===== src/design/ffba_pkg.sv =====
// ----------------------------------------------------------------------------
// ffba_pkg: shared types and constants of the first-fit block allocator
// Holds the controller state encoding, status codes, config indexes and
// the command/status structs between controller and datapath.
// ----------------------------------------------------------------------------
package ffba_pkg;

	localparam int MAX_BLOCKS_DEF = 64;
	localparam int HEAP_BYTES_DEF = 1048576;
	localparam int AW = 21;

	// status codes
	localparam logic [1:0] ST_ALLOC   = 2'd0;
	localparam logic [1:0] ST_FREED   = 2'd1;
	localparam logic [1:0] ST_OOM     = 2'd2;
	localparam logic [1:0] ST_BADADDR = 2'd3;

	// config register indexes
	localparam logic [1:0] CFG_PAGE_SHIFT = 2'd0;
	localparam logic [1:0] CFG_HEADER     = 2'd1;
	localparam logic [1:0] CFG_LIMIT      = 2'd2;

	localparam logic ACT_ALLOC = 1'b0;
	localparam logic ACT_FREE  = 1'b1;

	typedef enum logic [2:0] {
		S_IDLE,
		S_READ,
		S_CHECK,
		S_GROW,
		S_SPLIT,
		S_DONE
	} state_t;

	// controller -> datapath
	typedef struct packed {
		logic load;     // capture input word, reset walk
		logic rd;       // issue descriptor read at cursor
		logic step;     // advance cursor to next
		logic grow;     // append new block
		logic take;     // take cursor block (split when allowed)
		logic res_free; // free hit at cursor
		logic set_res;  // write result register
		logic [1:0] res_status;
	} cmd_t;

	// datapath -> controller
	typedef struct packed {
		logic is_free_op;
		logic null_addr;
		logic walk_end;
		logic hit;
		logic grow_ok;
	} sts_t;

endpackage


===== src/design/ffba_ctrl.sv =====
// ----------------------------------------------------------------------------
// ffba_ctrl: controller of the allocator
// Sequences the list walk, growth, split and result hand-off.
// ----------------------------------------------------------------------------
module ffba_ctrl (
	input  logic            clk,
	input  logic            arst_n,
	input  logic            in_fire,
	input  logic            out_busy,
	input  ffba_pkg::sts_t  sts,
	output ffba_pkg::cmd_t  cmd,
	output logic            idle
);
	import ffba_pkg::*;

	state_t state_q, state_d;

	// state register
	always_ff @(posedge clk or negedge arst_n) begin
		if (!arst_n) state_q <= S_IDLE;
		else state_q <= state_d;
	end

	// next state and commands
	always_comb begin
		state_d = state_q;
		cmd = '0;
		idle = 1'b0;
		unique case (state_q)
			S_IDLE: begin
				idle = 1'b1;
				if (in_fire) begin
					cmd.load = 1'b1;
					state_d = S_READ;
				end
			end
			S_READ: begin
				if (sts.is_free_op && sts.null_addr) begin
					cmd.res_status = ST_BADADDR;
					state_d = S_DONE;
				end else if (sts.walk_end) begin
					if (sts.is_free_op) begin
						cmd.res_status = ST_BADADDR;
						state_d = S_DONE;
					end else state_d = S_GROW;
				end else begin
					cmd.rd = 1'b1;
					state_d = S_CHECK;
				end
			end
			S_CHECK: begin
				if (sts.hit) begin
					if (sts.is_free_op) begin
						cmd.res_free = 1'b1;
						cmd.res_status = ST_FREED;
						state_d = S_DONE;
					end else state_d = S_SPLIT;
				end else begin
					cmd.step = 1'b1;
					state_d = S_READ;
				end
			end
			S_GROW: begin
				if (sts.grow_ok) begin
					cmd.grow = 1'b1;
					state_d = S_SPLIT;
				end else begin
					cmd.res_status = ST_OOM;
					state_d = S_DONE;
				end
			end
			S_SPLIT: begin
				cmd.take = 1'b1;
				cmd.res_status = ST_ALLOC;
				state_d = S_DONE;
			end
			S_DONE: begin
				if (!out_busy) begin
					cmd.set_res = 1'b1;
					state_d = S_IDLE;
				end
			end
			default: state_d = S_IDLE;
		endcase
		// status for done carried in register inside datapath
		if (state_q == S_DONE) cmd.res_status = ST_ALLOC;
	end

endmodule


===== config.mk =====
export PLATFORM = sky130hd
export DESIGN_NAME = ffba_ctrl
export DESIGN_NICKNAME = d
export VERILOG_FILES = /design/src/design/ffba_pkg.sv /design/src/design/ffba_ctrl.sv
export SDC_FILE = /design/constraint.sdc
export NUM_CORES = 1
export LEC_CHECK = 0
export BUFFER_PORTS_ARGS = -buffer_cell sky130_fd_sc_hd__buf_2
export CAP_MARGIN = 20
export CORE_AREA = 2 2 39 41
export CTS_CLUSTER_SIZE = 28
export DETAILED_ROUTE_END_ITERATION = 8
export DIE_AREA = 0 0 41 43
export SLEW_MARGIN = 5
export SYNTH_ARGS = -nofsm -noshare
export SYNTH_HDL_FRONTEND = slang
export SYNTH_SLANG_ARGS = --single-unit

===== constraint.sdc =====
create_clock -name clk -period 3.2 [get_ports clk]
set_input_delay 0.32 -clock clk [delete_from_list [all_inputs] [get_ports clk]]
set_output_delay 0.32 -clock clk [all_outputs]
set_load 0.05 [all_outputs]

==> results.tsv <==
metric	value	unit
wirelength	737	um
clock_path_buffers	2	
final_antenna_net_count	0	
fp.dieW	41	um
ctsHoldBuffers	1	
start_kind	register	
worstPathArrival	1.74	ns
grt_max_degree	13	
clkTransAtPathRegs	0.04	ns
leakage	0.2110	nW
syn_area_per_cell	9.053	um2
drc	0	
post-cts-setup-buffers	0	
synth_cells	34	
reg2reg_to	state_q[0]	
reg2regPathDepth	3	
largest_reg_flops	3	
drv_cap	0	
critPathLaunch	state_q[1]	
firstDrtPassIters	4	
grt_pass1_wl	1173	um
grt_antenna_before_repair	0	
drtIter0Drc	4	
path_depth	3	
syn_to_final_growth	40.65	%
diodes	0	
worstPathCellList	or3b_4, a211oi_4, buf_2	
hold_viol	0	
final_common_cell	buf_2	
dpl.hpwl	567.2	um
crit_required	2.88	ns
switchingPower	0.0002575	W
ys_seq_area_share	24.39	%
port_buffers	18	
hold_path_depth	3	
synth_top_flop_cell	dfrtp_1	
hp-class	in -> reg	
largestRegisters	state_q (3)	
yosysUniqueCellTypes	24	
routedWlPerCell	10.53	um
grt_usage	10.06	%
rsz0062_at_grt	false	
clockPowerShare	14.5	%
vdd_drop_max	0.3912	mV
crit_buf_inv	1	
start_util	22.24	%
max_slew_margin	77.97	%
critPathSlowestCell	dfrtp_1	
grt.overflow.total	0	
report.final.slew_viol_count	0	
gp_congestion	0.7358	
rows	14	
cts_tree	built	
clkSinkCount	3	
synth_edf_count	0	
period_share	64.26	%
ys_seq_elements	3	
fp.dieArea	1763	um2
fin_skew	0.003689	ns
vias	318	
regToRegSetupSlack	1.80	ns
internal_power	0.0002092	W
grt_pass1_vias	285	
htree_num_levels	1	
syn_area	307.8	um2
core_area	1384	um2
max_stage_delay	0.49	ns
drive_gt1_share	50.00	%
cpLargestDelayFamily	flip-flops	
cts_buffers	3	
async_reset_ff_share	100.0	%
worst_hold_slack	0.3930	ns
power_frac_comb	63.5	%
final.setup.tns	0	ns
ios	19	
status	finished clean	
synth_nets	43	
dieHeight	43	um
crit_fanout	11	
end_kind	output pin	
setup_violations	0	
max_freq	0.4863	GHz
ctsRootBufferMaster	clkbuf_4	
p_per_area	1078	nW/um2
yosys_warnings	0	
min_period	2.056	ns
n_fill_cell	159	
worstSetupEndpoint	cmd[7]	
swShare	55.18	%
seqPwrFrac	22.1	%
layout_common_cells	buf_2 (18), nor3b_1 (3), nor2_1 (3), clkbuf_4 (3), dfrtp_1 (3)	
min_from	sts[1]	
via_per_inst	4.543	
nNetsFinal	64	
clkLatencyLatePin	0.23	ns
crit_type	reg -> out	
largest-register	state_q	
worst_pin_slew	0.3304	ns
rr_startpoint	state_q[1]	
cts.repair.resized	0	
-- cells by family (layout without fill, tap and decap cells) --
| kind of cell | count (synthesis) | count (layout) | synth area share, % |
|---|---|---|---|
| DFF | 3 | 3 | 24.39 |
| AOI/OAI and AO/OA | 10 | 10 | 30.49 |
| and+or+nand+nor | 17 | 17 | 36.99 |
| buffers and inverters | 4 | 24 | 8.129 |
-- power groups by stage --
stage,clock (W),sequential (W),combinational [W]
6_report,0.0000676,0.000103,0.000296
3_3_place_gp,0,0.000102,0.000295
3_5_place_dp,0,0.000104,0.000297
4_1_cts,0.0000717,0.000104,0.000299
2_1_floorplan,0,0.0000645,0.000295
5_1_grt,0.0000730,0.000110,0.000316
-- worst min-delay path: cells and delay by family --
kind | cells | cell delay, ns
compound gates | 2 | 0.16
buf+inv | 1 | 0.11
-- layout make-up --
cell class | count | area (um2) | area share, %
inverters | 1 | 3.754 | 0.8671
clock buffers | 4 | 26.28 | 6.069
multi-input cells | 27 | 207.7 | 47.98
repair buffers | 19 | 100.1 | 23.12
well taps | 16 | 20.02 | 4.624
flip-flops and latches | 3 | 75.07 | 17.34
-- routing by layer --
metal,GRT usage [%],vias up,routed length [um]
met1,14.24,141,338
li1,-,166,-
met3,3.141,0,46
met5,0,-,0
met2,12.81,11,353
met4,6.000,0,0
-- cells in the mapped netlist, types with 2 or more instances --
library cell,count,share of area (%)
buf_2,2,3.3
nand2_1,2,2.4
nor3b_1,3,7.3
dfrtp_1,3,24
nand2b_1,2,4.1
o21ai_0,2,3.3
nor2_1,3,3.7
-- worst min path at each step --
stage | end | slack (ns)
global placement | state_q[0] | 0.12
CTS | state_q[2] | 0.38
finish | state_q[2] | 0.39
detailed placement | state_q[0] | 0.12
floorplan | state_q[0] | 0.02
global route | state_q[2] | 0.42
-- stage by stage --
stage	power [W]	std cells	cell area, um2	worst slack, ns	util (%)
5_1_grt	0.0004994	70	432.9	1.078	31.28
2_1_floorplan	0.0003596	34	307.8	0.6618	-
6_report	0.0004667	70	432.9	1.144	31.28
3_5_place_dp	0.0004013	65	396.6	1.394	28.66
4_1_cts	0.0004743	70	432.9	1.130	31.28
3_3_place_gp	0.0003975	65	396.6	1.418	28.66
Note: power is estimated with default switching activity, not from simulation.
